### config.mk
export PLATFORM = sky130hd
export DESIGN_NAME = nfa_epsilon_simulator_top
export DESIGN_NICKNAME = d
export VERILOG_FILES = /design/src/design/nfa_pkg.sv /design/src/design/nfa_table.sv /design/src/design/nfa_engine.sv /design/src/design/nfa_epsilon_simulator_top.sv
export SDC_FILE = /design/constraint.sdc
export NUM_CORES = 1
export LEC_CHECK = 0
export BUFFER_PORTS_ARGS = -buffer_cell sky130_fd_sc_hd__buf_2
export CAP_MARGIN = 15
export CELL_PAD_IN_SITES_DETAIL_PLACEMENT = 1
export CELL_PAD_IN_SITES_GLOBAL_PLACEMENT = 1
export CORE_MARGIN = 1.5
export CORE_UTILIZATION = 40
export CTS_CLUSTER_SIZE = 12
export DETAILED_ROUTE_END_ITERATION = 6
export PLACE_DENSITY = 0.73
export SETUP_SLACK_MARGIN = 0.1
export SLEW_MARGIN = 0
export SYNTH_ARGS = -nofsm -noshare
export SYNTH_HDL_FRONTEND = slang
export SYNTH_SLANG_ARGS = --single-unit
### constraint.sdc
create_clock -name clock -period 2.7 [get_ports clock]
set_input_delay 0.405 -clock clock [delete_from_list [all_inputs] [get_ports clock]]
set_output_delay 0.405 -clock clock [all_outputs]
set_load 0.01 [all_outputs]
### src/design/nfa_pkg.sv
// shared types, constants and helpers for the nfa epsilon simulator
package nfa_pkg;

   localparam int STATES      = 16;
   localparam int TRANSITIONS = 64;

   localparam int OP_W       = 2;
   localparam int IDX_W      = 6;
   localparam int STATE_W    = 4;
   localparam int SYM_W      = 8;
   localparam int TCOUNT_W   = 7;
   localparam int ACTIVE_W   = 16;
   localparam int ADDR_W     = (TRANSITIONS > 1) ? $clog2(TRANSITIONS) : 1;
   localparam int CNT_W      = $clog2(TRANSITIONS + 1);
   localparam int REQ_DATA_W = 24;
   localparam int RSP_DATA_W = 24;
   localparam int CSR_ADDR_W = 2;
   localparam int CSR_DATA_W = 7;

   // item kinds
   localparam logic [OP_W-1:0] OP_LOAD  = 2'd0;
   localparam logic [OP_W-1:0] OP_START = 2'd1;
   localparam logic [OP_W-1:0] OP_MOVE  = 2'd2;

   // register indexes
   localparam logic [CSR_ADDR_W-1:0] CSR_START  = 2'd0;
   localparam logic [CSR_ADDR_W-1:0] CSR_ACCEPT = 2'd1;
   localparam logic [CSR_ADDR_W-1:0] CSR_TCOUNT = 2'd2;

   typedef struct packed {
      logic               eps;
      logic [SYM_W-1:0]   sym;
      logic [STATE_W-1:0] dst;
      logic [STATE_W-1:0] src;
   } nfa_entry_type;

   typedef struct packed {
      logic              en;
      logic [ADDR_W-1:0] addr;
   } nfa_rd_type;

   typedef struct packed {
      logic              en;
      logic [ADDR_W-1:0] addr;
      nfa_entry_type     data;
   } nfa_wr_type;

   typedef struct packed {
      logic              valid;
      logic [STATES-1:0] active;
   } nfa_res_type;

   // one-hot bit of a state, empty for states beyond the automaton
   function automatic logic [STATES-1:0] state_bit(input logic [STATE_W-1:0] s);
      logic [STATES-1:0] v;
      v = '0;
      for (int i = 0; i < STATES; i++) begin
         if (int'(s) == i) v[i] = 1'b1;
      end
      return v;
   endfunction

endpackage

### src/design/nfa_table.sv
// transition table memory, one write and one registered read port
module nfa_table (
   input  logic                  clock,
   input  nfa_pkg::nfa_wr_type   wr,
   input  nfa_pkg::nfa_rd_type   rd,
   output nfa_pkg::nfa_entry_type rd_data
);
   import nfa_pkg::*;

   nfa_entry_type mem [TRANSITIONS];
   nfa_entry_type rd_data_ff;

   always_ff @(posedge clock) begin
      if (wr.en) begin
         mem[wr.addr] <= wr.data;
      end
      if (rd.en) begin
         rd_data_ff <= mem[rd.addr];
      end
   end

   assign rd_data = rd_data_ff;

endmodule

### src/design/nfa_engine.sv
// sequencer that walks the table for symbol moves and epsilon passes
module nfa_engine (
   input  logic                          clock,
   input  logic                          reset,
   input  logic                          req_valid,
   output logic                          req_ready,
   input  logic [nfa_pkg::OP_W-1:0]      req_op,
   input  logic [nfa_pkg::IDX_W-1:0]     req_index,
   input  nfa_pkg::nfa_entry_type        req_entry,
   input  logic [nfa_pkg::STATE_W-1:0]   start_state,
   input  logic [nfa_pkg::CNT_W-1:0]     valid_count,
   output nfa_pkg::nfa_wr_type           wr,
   output nfa_pkg::nfa_rd_type           rd,
   input  nfa_pkg::nfa_entry_type        rd_data,
   output nfa_pkg::nfa_res_type          res,
   input  logic                          res_ready
);
   import nfa_pkg::*;

   typedef enum logic [1:0] {IDLE, MOVE, EPS, RESULT} state_type;

   state_type         state_ff, state_in;
   logic [CNT_W-1:0]  cnt_ff, cnt_in;
   logic              rd_vld_ff;
   logic [SYM_W-1:0]  sym_ff, sym_in;
   logic [STATES-1:0] set_ff, set_in;
   logic [STATES-1:0] next_ff, next_in;
   logic              changed_ff, changed_in;
   logic [STATES-1:0] active_ff, active_in;
   logic              issue;
   logic              pass_end;
   logic              src_hit;
   logic [STATES-1:0] dst_bit;

   assign issue    = (cnt_ff < valid_count);
   assign pass_end = !issue && !rd_vld_ff;
   assign src_hit  = |(set_ff & state_bit(rd_data.src));
   assign dst_bit  = state_bit(rd_data.dst);

   always_comb begin
      state_in   = state_ff;
      cnt_in     = cnt_ff;
      sym_in     = sym_ff;
      set_in     = set_ff;
      next_in    = next_ff;
      changed_in = changed_ff;
      active_in  = active_ff;
      req_ready  = (state_ff == IDLE);
      rd.en      = 1'b0;
      rd.addr    = cnt_ff[ADDR_W-1:0];
      wr.en      = 1'b0;
      wr.addr    = ADDR_W'(req_index);
      wr.data    = req_entry;
      res.valid  = 1'b0;
      res.active = active_ff;

      unique case (state_ff)
         IDLE: begin
            if (req_valid) begin
               cnt_in     = '0;
               changed_in = 1'b0;
               case (req_op)
                  OP_LOAD: begin
                     wr.en    = (int'(req_index) < TRANSITIONS);
                     state_in = RESULT;
                  end
                  OP_START: begin
                     set_in   = state_bit(start_state);
                     state_in = EPS;
                  end
                  OP_MOVE: begin
                     sym_in   = req_entry.sym;
                     set_in   = active_ff;
                     next_in  = '0;
                     state_in = MOVE;
                  end
                  default: state_in = RESULT;
               endcase
            end
         end
         MOVE: begin
            if (issue) begin
               rd.en  = 1'b1;
               cnt_in = cnt_ff + 1'b1;
            end
            if (rd_vld_ff && !rd_data.eps && rd_data.sym == sym_ff && src_hit) begin
               next_in = next_ff | dst_bit;
            end
            if (pass_end) begin
               set_in     = next_ff;
               cnt_in     = '0;
               changed_in = 1'b0;
               state_in   = EPS;
            end
         end
         EPS: begin
            if (issue) begin
               rd.en  = 1'b1;
               cnt_in = cnt_ff + 1'b1;
            end
            if (rd_vld_ff && rd_data.eps && src_hit && !(|(set_ff & dst_bit))) begin
               set_in     = set_ff | dst_bit;
               changed_in = 1'b1;
            end
            if (pass_end) begin
               cnt_in     = '0;
               changed_in = 1'b0;
               if (!changed_ff) begin
                  active_in = set_ff;
                  state_in  = RESULT;
               end
            end
         end
         RESULT: begin
            res.valid = 1'b1;
            if (res_ready) state_in = IDLE;
         end
         default: state_in = IDLE;
      endcase
   end

   always_ff @(posedge clock) begin
      if (reset) begin
         state_ff   <= IDLE;
         cnt_ff     <= '0;
         rd_vld_ff  <= 1'b0;
         changed_ff <= 1'b0;
         active_ff  <= '0;
      end else begin
         state_ff   <= state_in;
         cnt_ff     <= cnt_in;
         rd_vld_ff  <= rd.en;
         changed_ff <= changed_in;
         active_ff  <= active_in;
      end
      sym_ff  <= sym_in;
      set_ff  <= set_in;
      next_ff <= next_in;
   end

   // table is only written while no pass is reading it
   a_no_rw_overlap: assert property (@(posedge clock) disable iff (reset)
      !(rd.en && wr.en)) else $error("table read and write in the same cycle");

   // reads stay below the valid entry count
   a_rd_in_range: assert property (@(posedge clock) disable iff (reset)
      rd.en |-> (cnt_ff < valid_count)) else $error("table read beyond valid count");

   // read data is consumed only in the cycle after its read
   a_rd_latency: assert property (@(posedge clock) disable iff (reset)
      rd_vld_ff |-> $past(rd.en)) else $error("read data valid without a read");

   // active set changes only when a run finishes
   a_active_hold: assert property (@(posedge clock) disable iff (reset)
      (state_ff != EPS) |=> $stable(active_ff)) else $error("active set changed mid-run");

endmodule

### src/design/nfa_epsilon_simulator_top.sv
// top level of the nfa epsilon simulator: ports, registers, result stage
// sequence: a load item or unused op goes straight to the result; a start item runs epsilon
//   passes over the valid entries until one finds no change, a symbol item runs a move pass first
// throughput: one item at a time, the next beat can be taken once rsp_tvalid rises, while the
//   result waits in the output register; one table read port walks the valid entries
// reset: synchronous active high, clears active set and registers to zero; table is not cleared
module nfa_epsilon_simulator_top (
   input  logic                               clock,
   input  logic                               reset,
   // request beats
   input  logic                               req_tvalid,
   output logic                               req_tready,
   // entry_index[5:0], from_state[9:6], symbol[17:10], epsilon_flag[18], to_state[22:19]
   input  logic [nfa_pkg::REQ_DATA_W-1:0]     req_tdata,
   // op[1:0]
   input  logic [nfa_pkg::OP_W-1:0]           req_tuser,
   // result beats
   output logic                               rsp_tvalid,
   input  logic                               rsp_tready,
   // active_states[15:0], accepted[16]
   output logic [nfa_pkg::RSP_DATA_W-1:0]     rsp_tdata,
   // register writes
   input  logic                               csr_we,
   input  logic [nfa_pkg::CSR_ADDR_W-1:0]     csr_addr,
   input  logic [nfa_pkg::CSR_DATA_W-1:0]     csr_wdata
);
   import nfa_pkg::*;

   // configuration registers
   logic [STATE_W-1:0]  start_ff;
   logic [STATE_W-1:0]  accept_ff;
   logic [TCOUNT_W-1:0] tcount_ff;
   logic [CNT_W-1:0]    valid_count;

   // request unpacking
   nfa_entry_type       req_entry;
   logic [IDX_W-1:0]    req_index;

   // engine to table and to output stage
   nfa_wr_type          wr;
   nfa_rd_type          rd;
   nfa_entry_type       rd_data;
   nfa_res_type         res;
   logic                res_ready;

   // output register
   logic                rsp_valid_ff;
   logic [ACTIVE_W-1:0] rsp_active_ff;
   logic                rsp_acc_ff;

   assign req_index     = req_tdata[5:0];
   assign req_entry.src = req_tdata[9:6];
   assign req_entry.sym = req_tdata[17:10];
   assign req_entry.eps = req_tdata[18];
   assign req_entry.dst = req_tdata[22:19];

   // counts above the table depth walk the whole table
   assign valid_count = (int'(tcount_ff) > TRANSITIONS) ? CNT_W'(TRANSITIONS)
                                                        : CNT_W'(tcount_ff);

   always_ff @(posedge clock) begin
      if (reset) begin
         start_ff  <= '0;
         accept_ff <= '0;
         tcount_ff <= '0;
      end else if (csr_we) begin
         unique case (csr_addr)
            CSR_START:  start_ff  <= csr_wdata[STATE_W-1:0];
            CSR_ACCEPT: accept_ff <= csr_wdata[STATE_W-1:0];
            CSR_TCOUNT: tcount_ff <= csr_wdata[TCOUNT_W-1:0];
            default: ;
         endcase
      end
   end

   nfa_table u_table (
      .clock   (clock),
      .wr      (wr),
      .rd      (rd),
      .rd_data (rd_data)
   );

   nfa_engine u_engine (
      .clock       (clock),
      .reset       (reset),
      .req_valid   (req_tvalid),
      .req_ready   (req_tready),
      .req_op      (req_tuser),
      .req_index   (req_index),
      .req_entry   (req_entry),
      .start_state (start_ff),
      .valid_count (valid_count),
      .wr          (wr),
      .rd          (rd),
      .rd_data     (rd_data),
      .res         (res),
      .res_ready   (res_ready)
   );

   // output slot frees when empty or being drained this cycle
   assign res_ready = !rsp_valid_ff || rsp_tready;

   always_ff @(posedge clock) begin
      if (reset) begin
         rsp_valid_ff <= 1'b0;
      end else if (res.valid && res_ready) begin
         rsp_valid_ff <= 1'b1;
      end else if (rsp_tready) begin
         rsp_valid_ff <= 1'b0;
      end
      if (res.valid && res_ready) begin
         rsp_active_ff <= ACTIVE_W'(res.active);
         rsp_acc_ff    <= |(res.active & state_bit(accept_ff));
      end
   end

   assign rsp_tvalid = rsp_valid_ff;
   assign rsp_tdata  = {(RSP_DATA_W - ACTIVE_W - 1)'(0), rsp_acc_ff, rsp_active_ff};

endmodule

# Yosys cells after proc, flatten, opt, wreduce, memory -nomap -nowiden
# Memory sizes are Yosys's and may differ from the RTL's. A register that Yosys moved wholly into a read port is not among the register bits.
# Cells that the tools add are included.
word_totals:
  ram_bits: 1088
  out_inout_bits: 26
  wordCells: 258
  inputBits: 40
  n_memories: 1
  reg_bits: 100
mem_list:
  columns: ["name", "words", "word_bits", "rd", "rd_ports_with_merged_regs", "write_ports", "line", "rtl"]
  rows:
  - ["u_table.mem", 64, 17, 1, 1, 1, "nfa_table.sv:10", "nfa_entry_type mem [TRANSITIONS];"]
classes:
  mux: 116
  add_sub_neg: 1
  n_lt_le_gt_ge: 2
  reduce_logical: 39
  bitwise: 6
  eq_ne: 79
op_table:
  columns: ["op", "n"]
  rows:
  - ["4-bit == test, second input constant", 32]
  - ["16-bit two-way mux", 6]
  - ["1-bit two-way mux", 94]
  - ["4-bit by 3-bit == test with 1-bit output, second input constant", 16]
  - ["16-bit one-hot mux with 2 select lines", 2]
  - ["16-bit AND", 3]
  - ["16-bit one-hot mux with 3 select lines", 1]
  - ["16-bit OR reduction", 3]
  - ["4-bit by 2-bit == test with 1-bit output, second input constant", 8]
  - ["16-bit bitwise OR", 2]
  - ["7-bit two-way mux", 4]
  - ["4-bit by 1-bit == test with 1-bit output, second input constant", 4]
  - ["4-bit zero test", 4]
  - ["7-bit one-hot mux with 2 select lines", 1]
  - ["2-bit two-way mux", 5]
  - ["2-bit by 1-bit != test with 1-bit output, second input constant", 5]
  - ["5-bit AND reduction", 2]
  - ["3-bit by 1-bit != test with 1-bit output, second input constant", 3]
  - ["3-bit AND reduction", 3]
  - ["2-bit == test, second input constant", 4]
  - ["8-bit == test", 1]
  - ["1-bit logical AND", 8]
  - ["2-bit one-hot mux with 4 select lines", 1]
  - ["4-bit AND reduction", 2]
  - ["15 further kinds", 29]

# Logic depth before layout (Yosys ltp)
# Gate-level depths: netlist of the first run.
logic_depth:
  ltp_word: 9
  ltp_mapped: 10
  depth_no_buf: 8

# By module
# A second synthesis of the first run with hierarchy kept.
unflattened:
  hier_cells: 2343
  area_unflattened_um2: 47623.2
modules_own_cells:
  columns: ["module", "cells_each", "seq_area_each_um2", "instances", "area_each_um2"]
  rows:
  - ["nfa_table", 1832, 33181.8, 1, 42244.3]
  - ["nfa_engine", 414, 1741.7, 1, 4028.9]
  - ["nfa_epsilon_simulator_top", 97, 830.8, 1, 1350.0]

# Least setup slack after synthesis of the first run
# Ideal clock, no wire load.
synth_timing:
  kind: "register -> register"
  startpoint: "register tcount_ff[6]"
  endpoint: "register u_engine.set_ff[0] (enable)"
  path_buffers: 0
  stages_incl_launch_ff: 9
  t_arrival_ns: 2.385
  required_ns: 2.306
  setup_slack_ns: -0.079
  period_less_slack_ns: 2.779
  setup_ns: 0.394
  cell_sequence: "dfxtp_1 -> inv_1 -> nand2_1 -> ha_1 -> nand2_1 -> o21ai_1 -> a211o_1 -> nand3_1 -> a21oi_1"
synth_via:
  elab_chain_cells: 7
synth_lines:
  columns: ["item", "line", "rtl"]
  rows:
  - ["start, declared", "nfa_epsilon_simulator_top.sv:32", "logic [TCOUNT_W-1:0] tcount_ff;"]
  - ["start signal, assigned", "nfa_epsilon_simulator_top.sv:70", "CSR_TCOUNT: tcount_ff <= csr_wdata[TCOUNT_W-1:0];"]
  - ["7-bit greater-than comparator", "nfa_epsilon_simulator_top.sv:58", "assign valid_count = (int'(tcount_ff) > TRANSITIONS) ? CNT_W'(TRANSITIONS)"]
  - ["7-bit two-way mux *", "nfa_epsilon_simulator_top.sv:58", null]
  - ["7-bit less-than comparator *", "nfa_engine.sv:35", "assign issue = (cnt_ff < valid_count);"]
  - ["1-bit zero test *", "nfa_engine.sv:36", "assign pass_end = !issue && !rd_vld_ff;"]
  - ["1-bit logical AND *", "nfa_engine.sv:36", null]
  - ["2-bit by 1-bit != test with 1-bit output (no source line) *", null, null]
  - ["5-bit AND reduction (no source line) *", null, null]
  - ["end signal, assigned", "nfa_engine.sv:137", "set_ff <= set_in;"]
  - ["end, declared", "nfa_engine.sv:26", "logic [STATES-1:0] set_ff, set_in;"]
# Mark *: on every way between the ends. The rest lies on a longest branch, timed or not.
# A chain may end at the register's enable or synchronous reset.

# Worst setup path after layout of the first run
layout_timing:
  startpoint: "register u_engine.cnt_ff[0]"
  endpoint: "register u_table.rd_data[9] (netlist name)"
layout_via:
  elab_chain_cells: 3
layout_lines:
  columns: ["item", "line", "rtl"]
  rows:
  - ["start, declared", "nfa_engine.sv:23", "logic [CNT_W-1:0] cnt_ff, cnt_in;"]
  - ["start signal, assigned", "nfa_engine.sv:131", "cnt_ff <= cnt_in;"]
  - ["7-bit less-than comparator", "nfa_engine.sv:35", null]
  - ["1-bit two-way mux", "nfa_engine.sv:82, nfa_engine.sv:97", null]
  - ["1-bit two-way mux", null, null]
# Several ways; a longest one is shown, not always the timed one.

==> results of run 1 <==
## cells by family after synthesis
logic type / share of synthesized area (%)
DFF: 75.7
and+or+nand+nor: 3.46
muxes: 14.5
AOI/OAI and AO/OA: 4.12
buffers and inverters: 1.63
adders and majority gates: 0.424
xor gates and xnor gates: 0.148
other: 0.00794
## power by group through the flow
| stage | Combinational, mW | Sequential, mW | Clock [mW] |
|---|---|---|---|
| CTS | 5.00 | 21.6 | 15.4 |
| floorplan | 3.07 | 21.7 | 0 |
| global route | 5.42 | 21.6 | 15.9 |
| finish | 5.06 | 21.6 | 15.1 |
| detailed placement | 4.88 | 22.0 | 0 |
| global placement | 4.67 | 21.9 | 0 |
## state kept, by name (all words and copies together), names as in the netlist
signal,flops
u_engine.sym_ff,8
u_table.rd_data,17
rsp_tvalid,1
u_engine.active_ff,16
u_table.mem,1088
u_engine.state_ff,2
u_engine.set_ff,16
start_ff,4
rsp_active_ff,16
u_engine.changed_ff,1
u_engine.rd_vld_ff,1
rsp_acc_ff,1
accept_ff,4
u_engine.next_ff,16
u_engine.cnt_ff,7
tcount_ff,7
## metrics by stage
stage / instances / worst slack [ns] / utilization (%) / TNS, ns / instance area [um2]
4_1_cts: 4230 / 0.0705 / 47.4 / 0 / 55300
2_1_floorplan: 2361 / 0.263 / - / 0 / 47300
6_report: 4248 / 0.0825 / 47.6 / 0 / 55500
5_1_grt: 4245 / 0.0399 / 47.5 / 0 / 55500
3_5_place_dp: 4027 / -0.101 / 44.2 / -0.151 / 51600
3_3_place_gp: 4027 / -0.0479 / 44.2 / -0.0533 / 51600
## layout by cell type (no fill, tap or decap), drive strengths merged, types with 4 or more instances in the layout
cell type    instances
mux2i               45
nor3                30
mux4               285
diode                4
dlygate4sd3          9
o32ai               12
a211o               16
nor2b               19
a22o                15
ha                  16
o21ai               64
a21oi               47
a211oi              18
conb                 7
nand2               50
edfxtp            1162
nand2b              18
nand3b               5
xnor2                4
o22ai               25
o221ai              11
inv                 15
xor2                 4
clkinv              34
a221oi              22
o221a               11
dfxtp               43
a22oi                8
a31oi               21
nor2               174
nor4                 7
nand3               31
or2                  4
buf                300
clkbuf             154
## synth_stat cells (all sizes together), types with 21 or more instances
cell type	count
edfxtp	1162
mux4	285
nor2	174
clkbuf	85
o21ai	64
buf	59
nand2	50
a21oi	47
mux2i	45
dfxtp	43
nand3	31
nor3	30
o22ai	25
a221oi	22
a31oi	21
## timing repair
action	CTS	global route
hold buffers	9	0
buffers inserted	0	14
hold endpoints to repair	17	0
gates resized for setup	17	24
setup endpoints to repair	45	49
pin swaps	0	1
cloned	2	0
## worst reg2reg max path, stage by stage, from the launching register on
cell and delay, ns:
dfxtp_4 0.48, buf_12 0.21, buf_4 0.16, mux4_2 0.52
a221oi_1 0.41, o21ai_1 0.24, o21ai_0 0.15, buf_4 0.16
nor2_1 0.05
## final timing paths
path / slack (ns) / endpoint / startpoint
worst max-delay path: 0.08 / u_table.rd_data[9] / u_engine.cnt_ff[0]
worst min register to register: 0.49 / u_engine.cnt_ff[6] / u_engine.cnt_ff[6]
worst min-delay path: 0.03 / u_table.mem[52][6] / req_tdata[21]
worst max register to register: 0.08 / u_table.rd_data[9] / u_engine.cnt_ff[0]
## layer usage
layer / GRT usage (%) / up-vias / share of wire [%]
met3: 2.90 / 206 / 6.9
met1: 28.4 / 13400 / 40
met4: 5.81 / 2 / 2.8
met5: 0 / - / 0.010
li1: - / 10300 / -
met2: 34.9 / 1089 / 50
## area by class of cell
type / count / area [um2] / share of cell area (%)
Tap cell: 1524 / 1910 / 3.44
Clock inverter: 38 / 339 / 0.611
Multi-Input combinational cell: 1000 / 10900 / 19.6
Antenna cell: 4 / 10.0 / 0.0180
Inverter: 12 / 45.0 / 0.0812
Sequential cell: 1205 / 35800 / 64.5
Timing Repair Buffer: 311 / 3390 / 6.10
Clock buffer: 154 / 3130 / 5.64
==> key figures, run 1 <==
Setup path
  • Worst-path fanout max: 13
  • Crit. path cell count: 8
  • Critical Path End Type: flop
  • Startpoint types: flop
  • Worst Reg-to-Reg Cells: 8
  • CP peak stage delay: 0.52 ns
  • CP required: 3.13 ns
  • WS Path Type: reg2reg
  • Most Frequent Cell on Critical Path: buf_4
  • Slowest stage cell, crit path: mux4_2
  • Arr. time, crit path: 3.05 ns
  • WP buf/inv: 3
  • Crit-path cells: buf_12, buf_4, mux4_2, a221oi_1, o21ai_1, o21ai_0, buf_4, nor2_1
  • Cell family with most CP delay: compound AO/OA/AOI/OAI gates

Clock network
  • CTS tree: yes
  • Clock transition at the registers of the reported paths: 0.06 ns
  • H-tree depth: 3
  • Cts bufs inserted: 120
  • Clk sinks: 1205
  • Max Root-Sink Buffers: 3
  • Clk Tree Root Cell: clkbuf_16
  • Worst skew pair latency: 0.75 ns

Placement
  • Buffers added on ports: 57
  • Final HPWL DP: 80600 um
  • Final GP Congestion: 0.858

Floorplanning
  • Total number of placement rows: 125
  • DIE WIDTH: 347 um
  • Die height: 347 um
  • Core ar.: 117000 um2
  • # IOs: 66
  • Die ar.: 120000 um2
  • Initial Util: 40.5%

Power and ir drop
  • Power Density: 753 nW/um2
  • Comb pwr share: 12.1%
  • LEAKAGE: 17.3 nW
  • Share of power burned in registers: 51.6%
  • Clock network fraction of total power: 36.2%
  • Worst vdd rail ir drop: 0.644 mV
  • Sw power: 10.2 mW
  • Design Power: 41.8 mW
  • Sw frac: 24.5%
  • Internal: 31.5 mW

Drt
  • Routed WL: 125000 um
  • Via count of the routed design: 25000
  • WL per Instance: 29.5 um
  • Detailed-router iteration count before antenna repair: 5
  • Drt drc: 0
  • DRT antenna net count: 0
  • Vias per cell: 5.89
  • Number of DRC markers in iteration 0: 2840

Global route
  • Vias in the first global route: 26300
  • First-pass GRT wire length: 183000 um
  • Grt total ovfl: 0
  • Total Routing Usage GR: 20.8%
  • Largest net degree at the start of global routing: 66
  • Initial antenna violation count: 9

Run
  • Max Cap Violations: 0

Timing
  • Hold Slack: 0.0316 ns
  • Tcrit/Tclk final: 96.9%
  • Slew Viols, Final: 0
  • Crit path time final: 2.62 ns
  • Fmax: 382 MHz
  • Layout Skew: 0.0805 ns
  • Final setup violation count: 0
  • Final Hold Viols: 0
  • RSZ-0062 raised after global routing: true
  • Worst-Margin Slew: 1.00 ns
  • Max_slew headroom: 33.0%

Logic synthesis
  • Post-synth top area share: 73.8%
  • Cell Area, Synth: 47300 um2
  • Synth Instances: 2355
  • Number of synthesized flops with an enable pin: 1162
  • Top cell type by total area after synthesis: edfxtp_1
  • Top FF cell, synth: edfxtp_1
  • Synth top area cells: edfxtp_1 74%, mux4_2 14%, dfxtp_1 1.8%, nor2_1 1.4%, mux2i_1 0.95%
  • Register area share after synthesis: 75.7%
  • Avg Inst Size Synth: 20.1 um2
  • Flops & latches, synth: 1205
  • Ys Warns: 0
  • Synth unique cells: 61
  • Ys async rst share: 0%

Min path
  • HP Class: in2reg
  • Hold path depth: 1

Finish
  • P&R area growth vs syn: 17.4%
  • # fillers: 10700
  • Nets: 2706
  • Share of layout cells above drive strength 1: 28.7%

Status
  • Status: finished, final reports clean
Power figures use the tool's default switching activity.
==> inputs of run 2 (changes only) <==
--- a/config.mk
+++ b/config.mk
@@ -9,7 +9,6 @@
 export CAP_MARGIN = 15
 export CELL_PAD_IN_SITES_DETAIL_PLACEMENT = 1
 export CELL_PAD_IN_SITES_GLOBAL_PLACEMENT = 1
-export CORE_MARGIN = 1.5
 export CORE_UTILIZATION = 40
 export CTS_CLUSTER_SIZE = 12
 export DETAILED_ROUTE_END_ITERATION = 6
==> key figures, run 2 (same netlist as run 1, synthesis figures left out) <==
Status
  • Status: finished, final reports clean

Setup path
  • Crit-path cells: buf_4, clkbuf_16, mux4_2, a221oi_1, o21ai_0, o21ai_1, buf_4, nor2_1
  • Worst r2r src: u_engine.cnt_ff[0]
  • RR Endpoint: u_table.rd_data[9]
  • Cell family with most CP delay: compound AO/OA/AOI/OAI gates
  • Critical Path End Type: flop
  • WP buf/inv: 3 (unchanged)
  • CP required: 3.17 ns (+0.04 ns)
  • Worst Reg-to-Reg Cells: 8 (unchanged)
  • Flop2flop setup slack: 0.08 ns (about the same)
  • Worst-path fanout max: 10 (-3)
  • CP peak stage delay: 0.52 ns (about the same)
  • Arr. time, crit path: 3.09 ns (+0.04 ns)
  • Most Frequent Cell on Critical Path: buf_4
  • WS Path Type: reg2reg
  • Startpoint types: flop
  • Slowest stage cell, crit path: mux4_2

Clock network
  • Worst skew pair latency: 0.76 ns (about the same)
  • CTS tree: yes
  • Clock transition at the registers of the reported paths: 0.06 ns (about the same)
  • H-tree depth: 3 (unchanged)
  • Clk Tree Root Cell: clkbuf_16
  • Cts bufs inserted: 119 (-0.83%)
  • Max Root-Sink Buffers: 3 (unchanged)
  • Clk sinks: 1205 (unchanged)

Timing
  • Crit path time final: 2.62 ns (+0.00254 ns)
  • Hold Slack: 0.0702 ns (+0.0386 ns)
  • Final setup violation count: 0 (unchanged)
  • Worst-Margin Slew: 1.11 ns (+0.113 ns)
  • Max_slew headroom: 25.5% (-7.5 points)
  • Final Hold Viols: 0 (unchanged)
  • Layout Skew: 0.0634 ns (-0.0171 ns)
  • Slew Viols, Final: 0 (unchanged)
  • Fmax: 382 MHz (about the same)
  • Tcrit/Tclk final: 97.0% (about the same)
  • RSZ-0062 raised after global routing: true
  • Setup WS post-layout: 0.0799 ns (-0.00254 ns)
  • Final TNS setup: 0 ns (unchanged)

Floorplanning
  • Initial Util: 40.5% (unchanged)
  • Die height: 346 um (-0.29%)
  • Die ar.: 120000 um2 (-0.58%)
  • # IOs: 66 (unchanged)
  • Total number of placement rows: 125 (unchanged)
  • DIE WIDTH: 346 um (-0.29%)
  • Core ar.: 117000 um2 (unchanged)

Finish
  • Largest Register: u_table.mem
  • Max FFs per register: 1088 (unchanged)
  • Commonest non-fill, non-tap cells in the layout: 1162 x edfxtp_1, 285 x mux4_2, 174 x nor2_1
  • Post-route cell area: 55300 um2 (-0.24%)
  • Commonest non-fill, non-tap cell in the layout: edfxtp_1
  • Post-Layout Cell Count: 4235 (-0.31%)
  • Final core utilization: 47.4% (-0.12 points)
  • # fillers: 10700 (+0.27%)
  • P&R area growth vs syn: 17.1%
  • Share of layout cells above drive strength 1: 28.3% (-0.37 points)
  • Nets: 2698 (-0.30%)

Drt
  • Number of DRC markers in iteration 0: 2576 (-9.3%)
  • Vias per cell: 5.85 (-0.60%)
  • Drt drc: 0 (unchanged)
  • WL per Instance: 29.4 um (-0.23%)
  • DRT antenna net count: 0 (unchanged)
  • Via count of the routed design: 24800 (-0.90%)
  • Routed WL: 125000 um (-0.53%)
  • Detailed-router iteration count before antenna repair: 5 (unchanged)

Min path
  • Hold path start: reset
  • HP Class: in2reg
  • Hold path depth: 2 (+1)
  • Hold Path Sink: accept_ff[2]

Run
  • Max Cap Violations: 0 (unchanged)

Global route
  • Grt total ovfl: 0 (unchanged)
  • Initial antenna violation count: 6 (-3)
  • Vias in the first global route: 26200 (-0.27%)
  • Total Routing Usage GR: 20.5% (-0.27 points)
  • Largest net degree at the start of global routing: 66 (unchanged)
  • First-pass GRT wire length: 179000 um (-2.2%)

Power and ir drop
  • LEAKAGE: 17.2 nW (-0.36%)
  • Power Density: 749 nW/um2 (-0.44%)
  • Worst vdd rail ir drop: 0.603 mV (-6.3%)
  • Design Power: 41.5 mW (-0.68%)

Placement
  • Placed cell count: 4023 (-0.099%)
  • Final GP Congestion: 0.847 (-1.3%)
  • Placed Area: 51600 um2 (about the same)
  • Pre-CTS setup slack: -0.0379 ns (+0.0627 ns)
  • Final HPWL DP: 79100 um (-1.8%)
  • Buffers added on ports: 57 (unchanged)
[run 2: cell types whose count changed in the layout (fill, tap and decap cells not counted), sizes merged, moves of 2 or more]
cell / change
bufbuf: -2
inv: -2
buf: -6
clkinvlp: +2
diode: -3
[run 2: worst reg2reg max path: cells and delay by family, from the launching register on]
family                 cells  cell delay (ns)
AOI/OAI and AO/OA          3             0.85
buffers and inverters      3             0.52
DFF                        1             0.46
muxes                      1             0.52
and+or+nand+nor            1             0.04
[run 2: metal layers]
layer	global-route usage (%)	routed length, um	vias to the layer above
met5	0	33	-
met1	25.9	48400	13300
met3	4.48	8410	241
met2	34.8	63300	963
met4	7.56	4480	6
li1	-	-	10300
[run 2: cell type report]
type / instances / area [um2] / share of cell area, %
Clock inverter: 37 / 310 / 0.561
Sequential cell: 1205 / 35800 / 64.6
Tap cell: 1524 / 1910 / 3.45
Inverter: 12 / 45.0 / 0.0814
Multi-Input combinational cell: 1000 / 10900 / 19.6
Clock buffer: 152 / 3100 / 5.60
Timing Repair Buffer: 304 / 3340 / 6.03
Antenna cell: 1 / 2.50 / 0.00452
[run 2: worst max path at each step]
stage,end,cells past startpoint,start
2_1_floorplan,u_engine.set_ff[0],8,tcount_ff[6]
3_3_place_gp,u_table.rd_data[0],5,u_engine.cnt_ff[4]
3_5_place_dp,u_table.rd_data[15],7,u_engine.cnt_ff[0]
4_1_cts,u_table.rd_data[16],8,u_engine.cnt_ff[0]
5_1_grt,u_table.rd_data[1],8,u_engine.cnt_ff[0]
6_report,u_table.rd_data[9],8,u_engine.cnt_ff[0]
[run 2: report_power, final]
part	total (mW)	switching, mW	internal [mW]
Combinational	5.00	2.82	2.19
Clock	14.9	6.90	8.04
Sequential	21.5	0.435	21.1
Total	41.5	10.1	31.3
[run 2: what timing repair did]
| item | 4_1_cts | 5_1_grt |
|---|---|---|
| hold buffers | 8 | 0 |
| setup buffers | 0 | 12 |
| cloned | 0 | 2 |
| setup endpoints to repair | 11 | 58 |
| endpoints found under the hold margin | 14 | 0 |
| pin swaps | 0 | 2 |
| gates resized for setup | 14 | 18 |
==> inputs of run 3 (changes only) <==
--- a/config.mk
+++ b/config.mk
@@ -12,7 +12,7 @@
 export CORE_UTILIZATION = 40
 export CTS_CLUSTER_SIZE = 12
 export DETAILED_ROUTE_END_ITERATION = 6
-export PLACE_DENSITY = 0.73
+export PLACE_DENSITY = 0.6
 export SETUP_SLACK_MARGIN = 0.1
 export SLEW_MARGIN = 0
 export SYNTH_ARGS = -nofsm -noshare
==> constraint.sdc (replaced) <==
create_clock -name clock -period 2.9 [get_ports clock]
set_input_delay 0.435 -clock clock [delete_from_list [all_inputs] [get_ports clock]]
set_output_delay 0.435 -clock clock [all_outputs]
set_load 0.01 [all_outputs]
==> key figures, run 3 (same netlist as run 1, synthesis figures left out) <==
Finish
  • FF+latch area: 35800 um2 (unchanged)
  • Max FFs per register: 1088 (unchanged)
  • Post-route cell area: 55700 um2 (+0.70%)
  • Post-Layout Cell Count: 4281 (+1.1%)
  • Number of antenna diodes: 0 (-1)
  • # fillers: 10600 (-0.94%)
  • Commonest non-fill, non-tap cell in the layout: edfxtp_1
  • Commonest non-fill, non-tap cells in the layout: 1162 x edfxtp_1, 285 x mux4_2, 171 x nor2_1
  • Nets: 2715 (+0.63%)
  • Largest Register: u_table.mem
  • P&R area growth vs syn: 18.0%
  • Share of layout cells above drive strength 1: 28.3% (about the same)
  • Multi-input combinational cell area: 10800 um2 (-0.90%)

Clock network
  • Clk Tree Root Cell: clkbuf_16
  • Clk sinks: 1205 (unchanged)
  • H-tree depth: 4 (+1)
  • Cts bufs inserted: 131 (+10%)
  • Clock transition at the registers of the reported paths: 0.06 ns (about the same)
  • Worst skew pair latency: 0.76 ns (about the same)
  • Max Root-Sink Buffers: 3 (unchanged)
  • CTS tree: yes

Setup path
  • Startpoint types: flop
  • Critical Path End Type: flop
  • Slowest stage cell, crit path: dfxtp_4
  • RR Endpoint: u_table.rd_data[6]
  • Critical path origin: u_engine.cnt_ff[1]
  • Flop2flop setup slack: 0.15 ns (+0.07 ns)
  • CP peak stage delay: 0.67 ns (+0.15 ns)
  • WS Path Type: reg2reg
  • Arr. time, crit path: 3.21 ns (+0.12 ns)
  • Worst Reg-to-Reg Cells: 4 (-4)
  • Setup crit end: u_table.rd_data[6]
  • Crit-path cells: buf_4, nand2b_1, o21ai_0, o221ai_1
  • CP required: 3.36 ns (+0.19 ns)
  • Worst-path fanout max: 31 (+21)
  • Worst r2r src: u_engine.cnt_ff[1]

Drt
  • Routed WL: 126000 um (+0.88%)
  • Vias per cell: 5.75 (-1.8%)
  • Detailed-router iteration count before antenna repair: 5 (unchanged)
  • WL per Instance: 29.4 um (-0.20%)
  • Via count of the routed design: 24600 (-0.77%)
  • DRT antenna net count: 0 (unchanged)
  • Number of DRC markers in iteration 0: 2298 (-11%)
  • Drt drc: 0 (unchanged)

Timing
  • Tcrit/Tclk final: 95.0% (-2.1 points)
  • Crit path time final: 2.75 ns (+0.134 ns)
  • Setup WS post-layout: 0.146 ns (+0.0663 ns)
  • Fmax: 363 MHz (-4.9%)
  • Final Hold Viols: 0 (unchanged)
  • Slew Viols, Final: 0 (unchanged)
  • RSZ-0062 raised after global routing: true
  • Hold Slack: 0.0575 ns (-0.0127 ns)
  • Layout Skew: 0.0257 ns (-0.0378 ns)
  • Max_slew headroom: 26.4% (+0.95 points)
  • Worst-Margin Slew: 1.10 ns (-0.0101 ns)
  • Final setup violation count: 0 (unchanged)

Min path
  • HP Class: in2reg

Floorplanning
  • Initial Util: 40.5% (unchanged)
  • # IOs: 66 (unchanged)
  • Total number of placement rows: 125 (unchanged)
  • Die height: 346 um (unchanged)
  • DIE WIDTH: 346 um (unchanged)
  • Die ar.: 120000 um2 (unchanged)
  • Core ar.: 117000 um2 (unchanged)

Power and ir drop
  • Clock network fraction of total power: 38.9% (+2.9 points)
  • Internal: 30.3 mW (-3.2%)
  • Design Power: 40.2 mW (-3.1%)
  • Sw power: 9.85 mW (-2.9%)
  • LEAKAGE: 17.5 nW (+1.4%)
  • Sw frac: 24.5% (+0.060 points)
  • Worst vdd rail ir drop: 0.531 mV (-12%)
  • Share of power burned in registers: 50.0% (-1.9 points)
  • Power Density: 721 nW/um2 (-3.8%)
  • Comb pwr share: 11.1% (-1.0 points)

Global route
  • First-pass GRT wire length: 182000 um (+1.7%)
  • Initial antenna violation count: 10 (+4)
  • Vias in the first global route: 25900 (-1.1%)
  • Total Routing Usage GR: 21.0% (+0.48 points)
  • Grt total ovfl: 0 (unchanged)
  • Largest net degree at the start of global routing: 66 (unchanged)

Placement
  • Buffers added on ports: 57 (unchanged)
  • Placed cell count: 4031 (+0.20%)
  • Placed Area: 51500 um2 (about the same)
  • Final HPWL DP: 78300 um (-1.0%)
  • Pre-CTS setup slack: -0.187 ns (-0.150 ns)
  • Final GP Congestion: 0.811 (-4.2%)

Status
  • Status: finished, final reports clean

Run
  • Max Cap Violations: 0 (unchanged)
run 3: cell types whose count changed in the layout (fill, tap and decap cells not counted), moves of 6 or more:
cell,before,now
clkbuf_16,121,135
buf_12,89,78
clkinv_1,20,33
buf_4,144,160
inv_6,0,6
run 3: per-stage QoR:
stage          utilization [%]  TNS, ns
3_5_place_dp              44.2   -0.187
2_1_floorplan                -        0
6_report                  47.8        0
5_1_grt                   47.8        0
4_1_cts                   47.6        0
3_3_place_gp              44.2   -0.167
run 3: power groups by stage:
stage	clock network (mW)	logic, mW	registers, mW
6_report	15.6	4.47	20.1
5_1_grt	16.5	4.86	20.1
4_1_cts	16.0	4.42	20.1
3_5_place_dp	0	4.39	20.4
3_3_place_gp	0	4.29	20.4
2_1_floorplan	0	2.86	20.2
run 3: area by class of cell:
type	count	share of cell area, %
sequential	1205	64.2
multi-input combinational	1000	19.3
clock buffer	168	6.17
timing repair buffer	309	5.89
tap	1524	3.42
clock inverter	63	0.927
inverter	12	0.0808
run 3: timing repair:
action                     in CTS  in global routing
setup endpoints to repair       3                 35
gates cloned                    0                  3
hold buffers                    8                  0
gates resized for setup         4                  6
buffers inserted                0                  8
hold endpoints to repair       16                  0
pin swaps                       0                  0
run 3: metal layers:
| layer | GRT usage, % | vias up | routed length (um) |
|---|---|---|---|
| met3 | 3.48 | 188 | 6710 |
| met2 | 33.7 | 747 | 60400 |
| li1 | - | 10400 | - |
| met4 | 7.16 | 6 | 3620 |
| met1 | 29.1 | 13300 | 55000 |
| met5 | 0 | - | 48 |
run 3: worst max-delay path: cells and delay by family, from the launching register on:
| family | cells | cell delay (ns) |
|---|---|---|
| compound gates | 2 | 0.73 |
| simple gates | 1 | 0.48 |
| buf+inv | 1 | 0.54 |
| flops | 1 | 0.67 |
run 3: worst min-delay path by stage:
stage | start | end | cells past startpoint
2_1_floorplan | u_engine.active_ff[10] | rsp_active_ff[10] | 0
3_3_place_gp | u_engine.active_ff[4] | rsp_active_ff[4] | 0
3_5_place_dp | u_engine.active_ff[4] | rsp_active_ff[4] | 0
4_1_cts | reset | start_ff[2] | 2
5_1_grt | reset | rsp_tvalid | 2
6_report | reset | rsp_tvalid | 2
